$ cat config.mk
export PLATFORM = sky130hd
export DESIGN_NAME = ipv4_udp_checksum_generator_top
export DESIGN_NICKNAME = d
export VERILOG_FILES = /design/src/rtl/core/ipv4cs_pkg.sv /design/src/rtl/core/ipv4cs_front.sv /design/src/rtl/core/ipv4cs_queue.sv /design/src/rtl/core/ipv4cs_back.sv /design/src/rtl/core/ipv4_udp_checksum_generator_top.sv
export VERILOG_INCLUDE_DIRS = /design/src /design/src/rtl/core
export SDC_FILE = /design/constraint.sdc
export NUM_CORES = 2
export LEC_CHECK = 0
export BUFFER_PORTS_ARGS = -buffer_cell sky130_fd_sc_hd__buf_2
export CAP_MARGIN = 10
export CORE_MARGIN = 2
export CORE_UTILIZATION = 55
export CTS_CLUSTER_DIAMETER = 200
export CTS_CLUSTER_SIZE = 40
export DETAILED_ROUTE_END_ITERATION = 16
export PLACE_DENSITY = 0.72
export SYNTH_ARGS = -nofsm -noshare
export SYNTH_HDL_FRONTEND = slang
export SYNTH_SLANG_ARGS = --single-unit
$ cat constraint.sdc
create_clock -name clock -period 15.3 [get_ports clock]
set_input_delay 3.06 -clock clock [delete_from_list [all_inputs] [get_ports clock]]
set_output_delay 3.06 -clock clock [all_outputs]
set_load 0.005 [all_outputs]
$ cat src/rtl/core/ipv4_udp_checksum_generator_top_defines.svh
// assertion macros shared by the checksum generator rtl
`ifndef IPV4_UDP_CHECKSUM_GENERATOR_TOP_DEFINES_SVH
`define IPV4_UDP_CHECKSUM_GENERATOR_TOP_DEFINES_SVH

// same-cycle implication, checked at every rising clock edge outside reset
`define IPV4CS_ASSERT_SAME(label, clk, rst, ante, cons, msg) \
   label: assert property (@(posedge clk) disable iff (rst) (ante) |-> (cons)) \
      else $error(msg);

// next-cycle implication, checked at every rising clock edge outside reset
`define IPV4CS_ASSERT_NEXT(label, clk, rst, ante, cons, msg) \
   label: assert property (@(posedge clk) disable iff (rst) (ante) |=> (cons)) \
      else $error(msg);

`endif

$ cat src/rtl/core/ipv4cs_pkg.sv
// shared types and constants of the ipv4/udp checksum generator
`default_nettype none
package ipv4cs_pkg;

   localparam logic [15:0] MAX_PAYLOAD          = 16'd1472;
   localparam logic [15:0] UDP_HDR_LEN          = 16'd8;
   localparam logic [15:0] IP_UDP_HDR_LEN       = 16'd28;
   localparam logic [15:0] VERSION_SERVICE_RST  = 16'h4500;
   localparam logic [15:0] TTL_PROTO_RST        = 16'h8011;
   localparam logic [15:0] COUNT_SATURATED      = 16'hFFFF;
   localparam logic [15:0] ZERO_CHECKSUM_ALT    = 16'hFFFF;

   localparam int unsigned QUEUE_DEPTH = 4;
   localparam int unsigned QUEUE_AW    = $clog2(QUEUE_DEPTH);
   localparam int unsigned QUEUE_CW    = $clog2(QUEUE_DEPTH + 1);

   localparam int unsigned CSR_AW = 5;

   typedef enum logic [2:0] {
      REG_SOURCE_ADDRESS  = 3'd0,
      REG_DEST_ADDRESS    = 3'd1,
      REG_SOURCE_PORT     = 3'd2,
      REG_DEST_PORT       = 3'd3,
      REG_VERSION_SERVICE = 3'd4,
      REG_FLAGS_FRAGMENT  = 3'd5,
      REG_TTL_PROTO       = 3'd6,
      REG_IDENT_REQUEST   = 3'd7
   } csr_index_type;

   typedef struct packed {
      logic [31:0] source_address;
      logic [31:0] dest_address;
      logic [15:0] source_port;
      logic [15:0] dest_port;
      logic [15:0] version_service;
      logic [15:0] flags_fragment;
      logic [15:0] ttl_proto;
      logic [15:0] ident_request;
   } cfg_type;

   // one closed datagram handed from the front to the back
   typedef struct packed {
      logic [31:0] payload_sum;
      logic [15:0] byte_count;
   } dgram_type;

   // queue status seen by both ends
   typedef struct packed {
      logic full;
      logic empty;
   } queue_status_type;

endpackage
`default_nettype wire

$ cat src/rtl/core/ipv4cs_front.sv
// payload front end: byte pairing, ones-complement payload sum, byte count
`default_nettype none
module ipv4cs_front (
   input  wire logic                  clock,
   input  wire logic                  reset,
   input  wire logic                  byte_valid,
   input  wire logic [7:0]            payload_byte,
   input  wire logic                  last_byte,
   output      logic                  byte_ready,
   input  wire ipv4cs_pkg::queue_status_type q_status,
   output      logic                  push,
   output      ipv4cs_pkg::dgram_type push_data
);
   import ipv4cs_pkg::*;
`include "ipv4_udp_checksum_generator_top_defines.svh"

   logic [31:0] sum_ff, sum_in;
   logic [15:0] count_ff, count_in;
   logic [7:0]  held_ff, held_in;
   logic        odd_ff, odd_in;

   logic        take;
   logic        add_en;
   logic [15:0] word;
   logic [32:0] add_wide;
   logic [31:0] sum_upd;
   logic [15:0] count_upd;

   assign byte_ready = !q_status.full;
   assign take       = byte_valid && byte_ready;

   // odd phase pairs with the held byte; a lone final byte pads with zero
   always_comb begin
      word   = odd_ff ? {held_ff, payload_byte} : {payload_byte, 8'h00};
      add_en = odd_ff || last_byte;
   end

   // end-around carry: a carry out can only leave a small residue, so no second carry
   assign add_wide  = {1'b0, sum_ff} + {17'd0, word};
   assign sum_upd   = add_en ? (add_wide[31:0] + {31'd0, add_wide[32]}) : sum_ff;
   assign count_upd = (count_ff == COUNT_SATURATED) ? count_ff : count_ff + 16'd1;

   always_comb begin
      sum_in   = sum_ff;
      count_in = count_ff;
      held_in  = held_ff;
      odd_in   = odd_ff;
      if (take) begin
         if (last_byte) begin
            sum_in   = '0;
            count_in = '0;
            held_in  = '0;
            odd_in   = 1'b0;
         end else begin
            sum_in   = sum_upd;
            count_in = count_upd;
            held_in  = payload_byte;
            odd_in   = !odd_ff;
         end
      end
   end

   always_ff @(posedge clock) begin
      if (reset) begin
         sum_ff   <= '0;
         count_ff <= '0;
         held_ff  <= '0;
         odd_ff   <= 1'b0;
      end else begin
         sum_ff   <= sum_in;
         count_ff <= count_in;
         held_ff  <= held_in;
         odd_ff   <= odd_in;
      end
   end

   assign push                  = take && last_byte;
   assign push_data.payload_sum = sum_upd;
   assign push_data.byte_count  = count_upd;

   `IPV4CS_ASSERT_NEXT(a_front_clears, clock, reset, push,
      (sum_ff == 32'd0) && (count_ff == 16'd0) && !odd_ff, "datagram state not cleared")

endmodule
`default_nettype wire

$ cat src/rtl/core/ipv4cs_queue.sv
// short queue of closed datagram records between front and back
`default_nettype none
module ipv4cs_queue (
   input  wire logic                  clock,
   input  wire logic                  reset,
   input  wire logic                  push,
   input  wire ipv4cs_pkg::dgram_type push_data,
   input  wire logic                  pop,
   output      ipv4cs_pkg::dgram_type pop_data,
   output      ipv4cs_pkg::queue_status_type status
);
   import ipv4cs_pkg::*;
`include "ipv4_udp_checksum_generator_top_defines.svh"

   dgram_type             entries_ff [QUEUE_DEPTH];
   logic [QUEUE_AW-1:0]   wr_ptr_ff, wr_ptr_in;
   logic [QUEUE_AW-1:0]   rd_ptr_ff, rd_ptr_in;
   logic [QUEUE_CW-1:0]   count_ff, count_in;
   logic                  do_push, do_pop;

   assign status.full  = (count_ff == QUEUE_CW'(QUEUE_DEPTH));
   assign status.empty = (count_ff == '0);
   assign do_push      = push && !status.full;
   assign do_pop       = pop && !status.empty;
   assign pop_data     = entries_ff[rd_ptr_ff];

   always_comb begin
      wr_ptr_in = do_push ? wr_ptr_ff + QUEUE_AW'(1) : wr_ptr_ff;
      rd_ptr_in = do_pop  ? rd_ptr_ff + QUEUE_AW'(1) : rd_ptr_ff;
      count_in  = count_ff;
      if (do_push && !do_pop) begin
         count_in = count_ff + QUEUE_CW'(1);
      end else if (do_pop && !do_push) begin
         count_in = count_ff - QUEUE_CW'(1);
      end
   end

   always_ff @(posedge clock) begin
      if (reset) begin
         wr_ptr_ff <= '0;
         rd_ptr_ff <= '0;
         count_ff  <= '0;
      end else begin
         wr_ptr_ff <= wr_ptr_in;
         rd_ptr_ff <= rd_ptr_in;
         count_ff  <= count_in;
      end
   end

   always_ff @(posedge clock) begin
      if (do_push) begin
         entries_ff[wr_ptr_ff] <= push_data;
      end
   end

   `IPV4CS_ASSERT_SAME(a_queue_no_overflow, clock, reset, push, !status.full,
      "push into full queue")
   `IPV4CS_ASSERT_SAME(a_queue_no_underflow, clock, reset, pop, !status.empty,
      "pop from empty queue")
   `IPV4CS_ASSERT_SAME(a_queue_count_bound, clock, reset, 1'b1,
      count_ff <= QUEUE_CW'(QUEUE_DEPTH), "queue count beyond depth")

endmodule
`default_nettype wire

$ cat src/rtl/core/ipv4cs_back.sv
// checksum back end: lengths, identification, header and udp sums, fold, output register
`default_nettype none
module ipv4cs_back (
   input  wire logic                  clock,
   input  wire logic                  reset,
   input  wire ipv4cs_pkg::cfg_type   cfg,
   input  wire ipv4cs_pkg::queue_status_type q_status,
   input  wire ipv4cs_pkg::dgram_type pop_data,
   output      logic                  pop,
   output      logic                  rsp_valid,
   input  wire logic                  rsp_ready,
   output      logic [15:0]           header_checksum,
   output      logic [15:0]           datagram_checksum,
   output      logic [15:0]           ip_total_len,
   output      logic [15:0]           datagram_length,
   output      logic [15:0]           identification,
   output      logic                  length_error
);
   import ipv4cs_pkg::*;
`include "ipv4_udp_checksum_generator_top_defines.svh"

   // valid bits
   logic s1_v_ff, s1_v_in, s2_v_ff, s2_v_in, s3_v_ff, s3_v_in, o_v_ff, o_v_in;
   logic s1_rdy, s2_rdy, s3_rdy, o_rdy;

   logic [15:0] ident_cnt_ff, ident_cnt_in;

   // stage 1: lengths and identification
   logic [31:0] s1_psum_ff;
   logic [15:0] s1_dlen_ff, s1_tot_ff, s1_ident_ff;
   logic        s1_err_ff;
   // stage 2: raw sums
   logic [19:0] s2_hsum_ff;
   logic [35:0] s2_usum_ff;
   logic [15:0] s2_dlen_ff, s2_tot_ff, s2_ident_ff;
   logic        s2_err_ff;
   // stage 3: partially folded sums
   logic [16:0] s3_hsum_ff, s3_usum_ff;
   logic [15:0] s3_dlen_ff, s3_tot_ff, s3_ident_ff;
   logic        s3_err_ff;
   // output register
   logic [15:0] o_hck_ff, o_uck_ff, o_dlen_ff, o_tot_ff, o_ident_ff;
   logic        o_err_ff;

   logic [15:0] cnt_next, ident_pick;
   logic [19:0] hsum_raw;
   logic [35:0] usum_raw;
   logic [20:0] u_fold1;
   logic [16:0] h_fold, u_fold2;
   logic [15:0] h_done, u_done, u_ck;

   assign o_rdy  = !o_v_ff || rsp_ready;
   assign s3_rdy = !s3_v_ff || o_rdy;
   assign s2_rdy = !s2_v_ff || s3_rdy;
   assign s1_rdy = !s1_v_ff || s2_rdy;
   assign pop    = !q_status.empty && s1_rdy;

   always_comb begin
      s1_v_in = s1_rdy ? pop     : s1_v_ff;
      s2_v_in = s2_rdy ? s1_v_ff : s2_v_ff;
      s3_v_in = s3_rdy ? s2_v_ff : s3_v_ff;
      o_v_in  = o_rdy  ? s3_v_ff : o_v_ff;
   end

   // counter only advances for datagrams that use it
   assign cnt_next   = ident_cnt_ff + 16'd1;
   assign ident_pick = (cfg.ident_request != 16'd0) ? cfg.ident_request : cnt_next;
   assign ident_cnt_in = (pop && (cfg.ident_request == 16'd0)) ? cnt_next : ident_cnt_ff;

   always_ff @(posedge clock) begin
      if (reset) begin
         s1_v_ff      <= 1'b0;
         s2_v_ff      <= 1'b0;
         s3_v_ff      <= 1'b0;
         o_v_ff       <= 1'b0;
         ident_cnt_ff <= '0;
      end else begin
         s1_v_ff      <= s1_v_in;
         s2_v_ff      <= s2_v_in;
         s3_v_ff      <= s3_v_in;
         o_v_ff       <= o_v_in;
         ident_cnt_ff <= ident_cnt_in;
      end
   end

   always_comb begin
      hsum_raw = {4'd0, cfg.version_service} + {4'd0, s1_tot_ff} + {4'd0, s1_ident_ff}
               + {4'd0, cfg.flags_fragment} + {4'd0, cfg.ttl_proto}
               + {4'd0, cfg.source_address[31:16]} + {4'd0, cfg.source_address[15:0]}
               + {4'd0, cfg.dest_address[31:16]} + {4'd0, cfg.dest_address[15:0]};
      usum_raw = {4'd0, s1_psum_ff}
               + {20'd0, cfg.source_address[31:16]} + {20'd0, cfg.source_address[15:0]}
               + {20'd0, cfg.dest_address[31:16]} + {20'd0, cfg.dest_address[15:0]}
               + {28'd0, cfg.ttl_proto[7:0]} + {20'd0, s1_dlen_ff}
               + {20'd0, cfg.source_port} + {20'd0, cfg.dest_port} + {20'd0, s1_dlen_ff};
   end

   // end-around folds, spread over two stages
   always_comb begin
      h_fold  = {1'b0, s2_hsum_ff[15:0]} + {13'd0, s2_hsum_ff[19:16]};
      u_fold1 = {5'd0, s2_usum_ff[15:0]} + {1'b0, s2_usum_ff[35:16]};
      u_fold2 = {1'b0, u_fold1[15:0]} + {12'd0, u_fold1[20:16]};
      h_done  = s3_hsum_ff[15:0] + {15'd0, s3_hsum_ff[16]};
      u_done  = s3_usum_ff[15:0] + {15'd0, s3_usum_ff[16]};
      u_ck    = ~u_done;
      if (u_ck == 16'd0) begin
         u_ck = ZERO_CHECKSUM_ALT;
      end
   end

   always_ff @(posedge clock) begin
      if (s1_rdy) begin
         s1_psum_ff  <= pop_data.payload_sum;
         s1_dlen_ff  <= pop_data.byte_count + UDP_HDR_LEN;
         s1_tot_ff   <= pop_data.byte_count + IP_UDP_HDR_LEN;
         s1_ident_ff <= ident_pick;
         s1_err_ff   <= pop_data.byte_count > MAX_PAYLOAD;
      end
      if (s2_rdy) begin
         s2_hsum_ff  <= hsum_raw;
         s2_usum_ff  <= usum_raw;
         s2_dlen_ff  <= s1_dlen_ff;
         s2_tot_ff   <= s1_tot_ff;
         s2_ident_ff <= s1_ident_ff;
         s2_err_ff   <= s1_err_ff;
      end
      if (s3_rdy) begin
         s3_hsum_ff  <= h_fold;
         s3_usum_ff  <= u_fold2;
         s3_dlen_ff  <= s2_dlen_ff;
         s3_tot_ff   <= s2_tot_ff;
         s3_ident_ff <= s2_ident_ff;
         s3_err_ff   <= s2_err_ff;
      end
      if (o_rdy) begin
         o_hck_ff   <= ~h_done;
         o_uck_ff   <= u_ck;
         o_dlen_ff  <= s3_dlen_ff;
         o_tot_ff   <= s3_tot_ff;
         o_ident_ff <= s3_ident_ff;
         o_err_ff   <= s3_err_ff;
      end
   end

   assign rsp_valid         = o_v_ff;
   assign header_checksum   = o_hck_ff;
   assign datagram_checksum = o_uck_ff;
   assign ip_total_len      = o_tot_ff;
   assign datagram_length   = o_dlen_ff;
   assign identification    = o_ident_ff;
   assign length_error      = o_err_ff;

   `IPV4CS_ASSERT_SAME(a_back_udp_nonzero, clock, reset, o_v_ff, o_uck_ff != 16'd0,
      "udp checksum of zero sent")
   `IPV4CS_ASSERT_SAME(a_back_length_gap, clock, reset, o_v_ff,
      (o_tot_ff - o_dlen_ff) == (IP_UDP_HDR_LEN - UDP_HDR_LEN), "length fields disagree")

endmodule
`default_nettype wire

$ cat src/rtl/core/ipv4_udp_checksum_generator_top.sv
// top level of the ipv4 header and udp checksum generator with its register file
`default_nettype none
// Streams udp payload bytes in on req_ (one byte per transaction, tlast on the final
// byte) and returns one transaction on rsp_ per datagram with the ipv4 header checksum,
// the udp checksum over pseudo-header, udp header and payload, both lengths, the
// identification used and an overlength flag. The byte stream is taken at one byte per
// clock while the queue is not full; the front end does one 32-bit end-around add per
// byte pair (or lone final byte). Each closed datagram becomes a record in a four-entry
// queue; the back end works it through three register stages and an output register,
// and datagrams of any size (even one byte) follow back to back. Backpressure on rsp_
// fills the back pipeline, then the queue, and only then drops req_tready. Header
// fields, ports and the identification request sit in csr_ registers (byte address
// 4*index); write them only while no datagram is in flight. The block does not check.
module ipv4_udp_checksum_generator_top (
   input  wire logic                          clock,
   input  wire logic                          reset,
   // request stream
   input  wire logic                          req_tvalid,
   output      logic                          req_tready,
   input  wire logic [7:0]                    req_tdata,   // [7:0] payload_byte
   input  wire logic                          req_tlast,   // last_byte
   // result stream
   output      logic                          rsp_tvalid,
   input  wire logic                          rsp_tready,
   // [15:0] header_checksum, [31:16] datagram_checksum, [47:32] ip_total_len,
   // [63:48] datagram_length, [79:64] identification
   output      logic [79:0]                   rsp_tdata,
   output      logic                          rsp_tuser,   // length_error
   // register port
   input  wire logic                          csr_psel,
   input  wire logic                          csr_penable,
   input  wire logic                          csr_pwrite,
   input  wire logic [ipv4cs_pkg::CSR_AW-1:0] csr_paddr,
   input  wire logic [31:0]                   csr_pwdata,
   output      logic [31:0]                   csr_prdata,
   output      logic                          csr_pready
);
   import ipv4cs_pkg::*;

   cfg_type          cfg_ff, cfg_in;
   csr_index_type    csr_idx;
   logic             csr_wr;

   queue_status_type q_status;
   logic             q_push, q_pop;
   dgram_type        q_push_data, q_pop_data;

   logic [15:0] o_hck, o_uck, o_tot, o_dlen, o_ident;
   logic        o_err;

   // register file: word-aligned, low two address bits ignored
   assign csr_pready = 1'b1;
   assign csr_idx    = csr_index_type'(csr_paddr[CSR_AW-1:2]);
   assign csr_wr     = csr_psel && csr_penable && csr_pwrite && csr_pready;

   always_comb begin
      cfg_in = cfg_ff;
      if (csr_wr) begin
         case (csr_idx)
            REG_SOURCE_ADDRESS:  cfg_in.source_address  = csr_pwdata;
            REG_DEST_ADDRESS:    cfg_in.dest_address    = csr_pwdata;
            REG_SOURCE_PORT:     cfg_in.source_port     = csr_pwdata[15:0];
            REG_DEST_PORT:       cfg_in.dest_port       = csr_pwdata[15:0];
            REG_VERSION_SERVICE: cfg_in.version_service = csr_pwdata[15:0];
            REG_FLAGS_FRAGMENT:  cfg_in.flags_fragment  = csr_pwdata[15:0];
            REG_TTL_PROTO:       cfg_in.ttl_proto       = csr_pwdata[15:0];
            REG_IDENT_REQUEST:   cfg_in.ident_request   = csr_pwdata[15:0];
            default:             cfg_in = cfg_ff;
         endcase
      end
   end

   // readback of the addressed register, 16-bit ones zero-extended
   always_comb begin
      case (csr_idx)
         REG_SOURCE_ADDRESS:  csr_prdata = cfg_ff.source_address;
         REG_DEST_ADDRESS:    csr_prdata = cfg_ff.dest_address;
         REG_SOURCE_PORT:     csr_prdata = {16'd0, cfg_ff.source_port};
         REG_DEST_PORT:       csr_prdata = {16'd0, cfg_ff.dest_port};
         REG_VERSION_SERVICE: csr_prdata = {16'd0, cfg_ff.version_service};
         REG_FLAGS_FRAGMENT:  csr_prdata = {16'd0, cfg_ff.flags_fragment};
         REG_TTL_PROTO:       csr_prdata = {16'd0, cfg_ff.ttl_proto};
         REG_IDENT_REQUEST:   csr_prdata = {16'd0, cfg_ff.ident_request};
         default:             csr_prdata = '0;
      endcase
   end

   always_ff @(posedge clock) begin
      if (reset) begin
         cfg_ff.source_address  <= '0;
         cfg_ff.dest_address    <= '0;
         cfg_ff.source_port     <= '0;
         cfg_ff.dest_port       <= '0;
         cfg_ff.version_service <= VERSION_SERVICE_RST;
         cfg_ff.flags_fragment  <= '0;
         cfg_ff.ttl_proto       <= TTL_PROTO_RST;
         cfg_ff.ident_request   <= '0;
      end else begin
         cfg_ff <= cfg_in;
      end
   end

   // front end: pairs bytes and keeps the running payload sum and count
   ipv4cs_front u_front (
      .clock        (clock),
      .reset        (reset),
      .byte_valid   (req_tvalid),
      .payload_byte (req_tdata),
      .last_byte    (req_tlast),
      .byte_ready   (req_tready),
      .q_status     (q_status),
      .push         (q_push),
      .push_data    (q_push_data)
   );

   // closed datagrams wait here so the front keeps taking bytes under rsp_ stalls
   ipv4cs_queue u_queue (
      .clock     (clock),
      .reset     (reset),
      .push      (q_push),
      .push_data (q_push_data),
      .pop       (q_pop),
      .pop_data  (q_pop_data),
      .status    (q_status)
   );

   // back end: header fields, checksums and the result register
   ipv4cs_back u_back (
      .clock             (clock),
      .reset             (reset),
      .cfg               (cfg_ff),
      .q_status          (q_status),
      .pop_data          (q_pop_data),
      .pop               (q_pop),
      .rsp_valid         (rsp_tvalid),
      .rsp_ready         (rsp_tready),
      .header_checksum   (o_hck),
      .datagram_checksum (o_uck),
      .ip_total_len      (o_tot),
      .datagram_length   (o_dlen),
      .identification    (o_ident),
      .length_error      (o_err)
   );

   // result packing, first field lowest
   assign rsp_tdata = {o_ident, o_dlen, o_tot, o_uck, o_hck};
   assign rsp_tuser = o_err;

endmodule
`default_nettype wire
==> results.json <==
{
  "r2r_end": "u_back.s2_usum_ff[22]",
  "crit_path_frequent_cell": "buf_2",
  "async_flop_share_pct": 0,
  "p_clk_share_pct": 13.3,
  "cts_tree": "done",
  "firstDrtPassIters": 5,
  "synth-seq-cells": 778,
  "fin_nets": 4078,
  "cp_slowest_cell": "nor3_2",
  "fin_skew_ns": 0.0357,
  "switching_share_pct": 36.1,
  "clkSlewWorstSetupHoldPaths_ns": 0.15,
  "max_slew_margin_pct": 10.0,
  "arrival_ns": 6.33,
  "vdd_ir_drop_max_uv": 109,
  "grt_pass1_vias": 25950,
  "combPwrFrac_pct": 40.8,
  "die_y_um": 277,
  "switching_power_mw": 2.45,
  "postSynthCellCount": 3630,
  "grt_pass1_wl_um": 148000,
  "required_ns": 12.24,
  "fin_setup_tns_ns": 0,
  "synth_flop_cell": "edfxtp_1",
  "status": "finished, final reports clean",
  "die_w_um": 277,
  "worst_slew_pin_slew_ns": 1.34,
  "rows": 100,
  "place_ws_ns": 6.09,
  "drv_cap": 0,
  "synth_top_area_cell": "edfxtp_1",
  "cp_cell_sequence": "buf_2 -> buf_4 -> clkinv_1 -> nor3_2 -> nand2_1 -> o21ai_0 -> buf_2",
  "hp-class": "register to register",
  "power_leakage_nw": 16.6,
  "ctsHoldBuffers": 0,
  "overflow": 0,
  "io_buffers": 165,
  "cts-root-buf": "clkbuf_16",
  "worst_path_largest_cell_delay_ns": 1.19,
  "finalMaxSlewViolations": 0,
  "ant_nets": 0,
  "fmax_ghz": 0.106,
  "yosys.area.top_type_share_pct": 38.8,
  "period_share_pct": 61.4,
  "ys_warn_count": 0,
  "viasPerCell": 5.72,
  "rr_worst_depth": 30,
  "grt.total_usage_pct": 25.0,
  "cts_resized": 0,
  "critPathMaxFanout": 49,
  "wl_per_cell_um": 20.7,
  "r2r_slack_ns": 7.32,
  "cts.sinks": 778,
  "p_per_area_nw_per_um2": 156,
  "antenna_found_initial": 3,
  "cp-endpoint": "csr_prdata[30]",
  "gp_congestion": 0.912,
  "setup_viol": 0,
  "critPathLaunchType": "primary input",
  "core_um2": 74200,
  "drive_above_1_share_pct": 9.83,
  "setup_slack_ns": 5.91,
  "layout_min_cycle_time_ns": 9.39,
  "worstSetupPathType": "primary input to output port",
  "endpoint_kind": "output port",
  "vias": 26764,
  "hold_depth": 0,
  "synth_edf_count": 532,
  "cts-htree-levels": 1,
  "internal_power_mw": 4.35,
  "synth_area_um2": 41100,
  "grt_max_degree": 96,
  "clockBufferDepth": 3,
  "rsz0062_at_grt": "false",
  "synth.distinct_cells": 97,
  "worst_skew_pair.late_latency_ns": 0.64,
  "syn_area_per_cell_um2": 11.3,
  "crit_start": "csr_paddr[2]",
  "dieArea_um2": 77000,
  "synthTopCellsByArea": "edfxtp_1 39%, dfxtp_1 12%, fa_1 8.8%, ha_1 4.5%, nand2_1 4.4%",
  "drt_iter0_drc": 2343,
  "area_delta_synth_final_pct": 5.82,
  "pwr-share-seq_pct": 45.9,
  "utilization_pct": 58.7,
  "r2r-start": "cfg_ff[144]",
  "cts_setup_buffers": 0,
  "yosysSeqAreaShare_pct": 50.8,
  "report.final.hold_viol_count": 0,
  "wl_um": 96900,
  "syn-num-nets": 4011,
  "cts_buffers": 23,
  "drc": 0,
  "num_io_pins": 169,
  "dp_hpwl_um": 72700,
  "start_util_pct": 55.4
}
Yosys cell counts (30+ instances only):
library cell / count
inv_1: 314
xor2_1: 102
clkbuf_1: 112
ha_1: 148
fa_1: 180
xnor2_1: 163
nor2_1: 239
and3_1: 31
nand3_1: 83
nor3_1: 50
nand2_1: 484
a21o_1: 30
dfxtp_1: 246
mux2i_1: 33
o21ai_0: 82
mux4_2: 63
a21oi_1: 257
edfxtp_1: 532
layer usage:
metal  GRT usage [%]  part of all wire, %  wire, um
met1            32.2                   40     39000
met2            42.4                   48     46600
met3            3.63                  6.7      6530
met4            10.6                  4.8      4670
met5               0                0.026        25
placed cells by master (no fill, tap or decap), types with 23 or more instances in the layout:
cell | netlist | routed
mux4_2 | 63 | 63
nand2b_1 | 25 | 25
buf_2 | 9 | 164
clkbuf_16 | 0 | 23
fa_1 | 180 | 180
nor2b_1 | 28 | 28
a21oi_1 | 257 | 257
xor2_1 | 102 | 102
dfxtp_1 | 246 | 244
edfxtp_1 | 532 | 532
nand3_1 | 83 | 83
xnor2_1 | 163 | 163
nand4_1 | 28 | 28
o21bai_1 | 25 | 25
nor3_1 | 50 | 47
nor2_1 | 239 | 237
o21ai_0 | 82 | 82
ha_1 | 148 | 148
nand2_1 | 484 | 481
inv_1 | 314 | 312
mux2i_1 | 33 | 33
a21o_1 | 30 | 30
a22oi_1 | 25 | 25
and3_1 | 31 | 27
buf_4 | 3 | 30
mux2_2 | 24 | 24
power by group through the flow:
| stage | clock, mW | sequential [mW] | combinational (mW) |
|---|---|---|---|
| finish | 0.903 | 3.12 | 2.77 |
| global route | 0.988 | 3.17 | 3.11 |
| CTS | 0.922 | 3.13 | 2.78 |
| detailed placement | 0 | 3.19 | 2.76 |
| global placement | 0 | 3.17 | 2.70 |
| floorplan | 0 | 3.06 | 2.04 |
worst min-delay path by stage:
| stage | from | end | slack [ns] |
|---|---|---|---|
| after floorplan | u_back.s3_dlen_ff[10] | u_back.datagram_length[10] | 0.40 |
| after global placement | u_back.s2_ident_ff[3] | u_back.s3_ident_ff[3] | 0.40 |
| after detailed placement | u_back.s3_tot_ff[12] | u_back.ip_total_len[12] | 0.40 |
| after CTS | u_back.s3_dlen_ff[8] | u_back.datagram_length[8] | 0.43 |
| after global routing | u_back.s2_ident_ff[13] | u_back.s3_ident_ff[13] | 0.43 |
| final | u_back.s2_ident_ff[13] | u_back.s3_ident_ff[13] | 0.43 |
cell families (layout without fill, tap and decap cells):
family	Yosys count	count (layout)	share of synthesized area, %
AO/OA/AOI/OAI	577	577	8.81
XOR/XNOR	265	265	5.64
adder cells (fa/ha/maj)	329	329	13.3
buffers and inverters	468	551	4.37
flip-flops	778	778	50.8
multiplexers	120	120	4.91
other	2	3	0.0183
AND/OR/NAND/NOR	1091	1091	12.2
flip-flops by register name (all words and copies together) (netlist names), 16 cells and up, named ones only:
signal	flops
u_back.s3_hsum_ff	17
u_front.count_ff	16
u_back.s1_tot_ff	16
u_back.s2_ident_ff	16
u_back.s2_usum_ff	34
u_back.identification	16
u_back.s3_ident_ff	16
u_back.ip_total_len	16
u_back.s2_tot_ff	16
u_back.s3_usum_ff	17
cfg_ff	160
u_queue.entries_ff	192
u_back.header_checksum	16
u_back.s1_psum_ff	32
u_back.s1_ident_ff	16
u_back.s3_tot_ff	16
u_back.ident_cnt_ff	16
u_front.sum_ff	32
u_back.s2_hsum_ff	20
u_back.datagram_checksum	16
through the flow:
stage,power (mW),instances,hold slack [ns],instance area [um2]
after CTS,6.84,4682,0.427,43500
after global routing,7.27,4683,0.435,43500
after global placement,5.87,4641,0.402,42900
final,6.80,4683,0.425,43500
after floorplan,5.10,3630,0.400,41100
after detailed placement,5.95,4641,0.405,42900
layout make-up:
type                            count  area, um2
Fill cell                        6158      30700
Sequential cell                   778      20900
Multi-Input combinational cell   2384      18500
Tap cell                          969       1210
Inverter                          315       1190
Timing Repair Buffer              195       1060
Clock buffer                       40        639
Clock inverter                      1       30.0
Antenna cell                        1       2.50
critical path: cells and delay by family:
kind / cells / cell delay [ns]
simple gates: 2 / 1.29
buf+inv: 4 / 1.60
compound gates: 1 / 0.29
(Power assumes the default switching activity.)
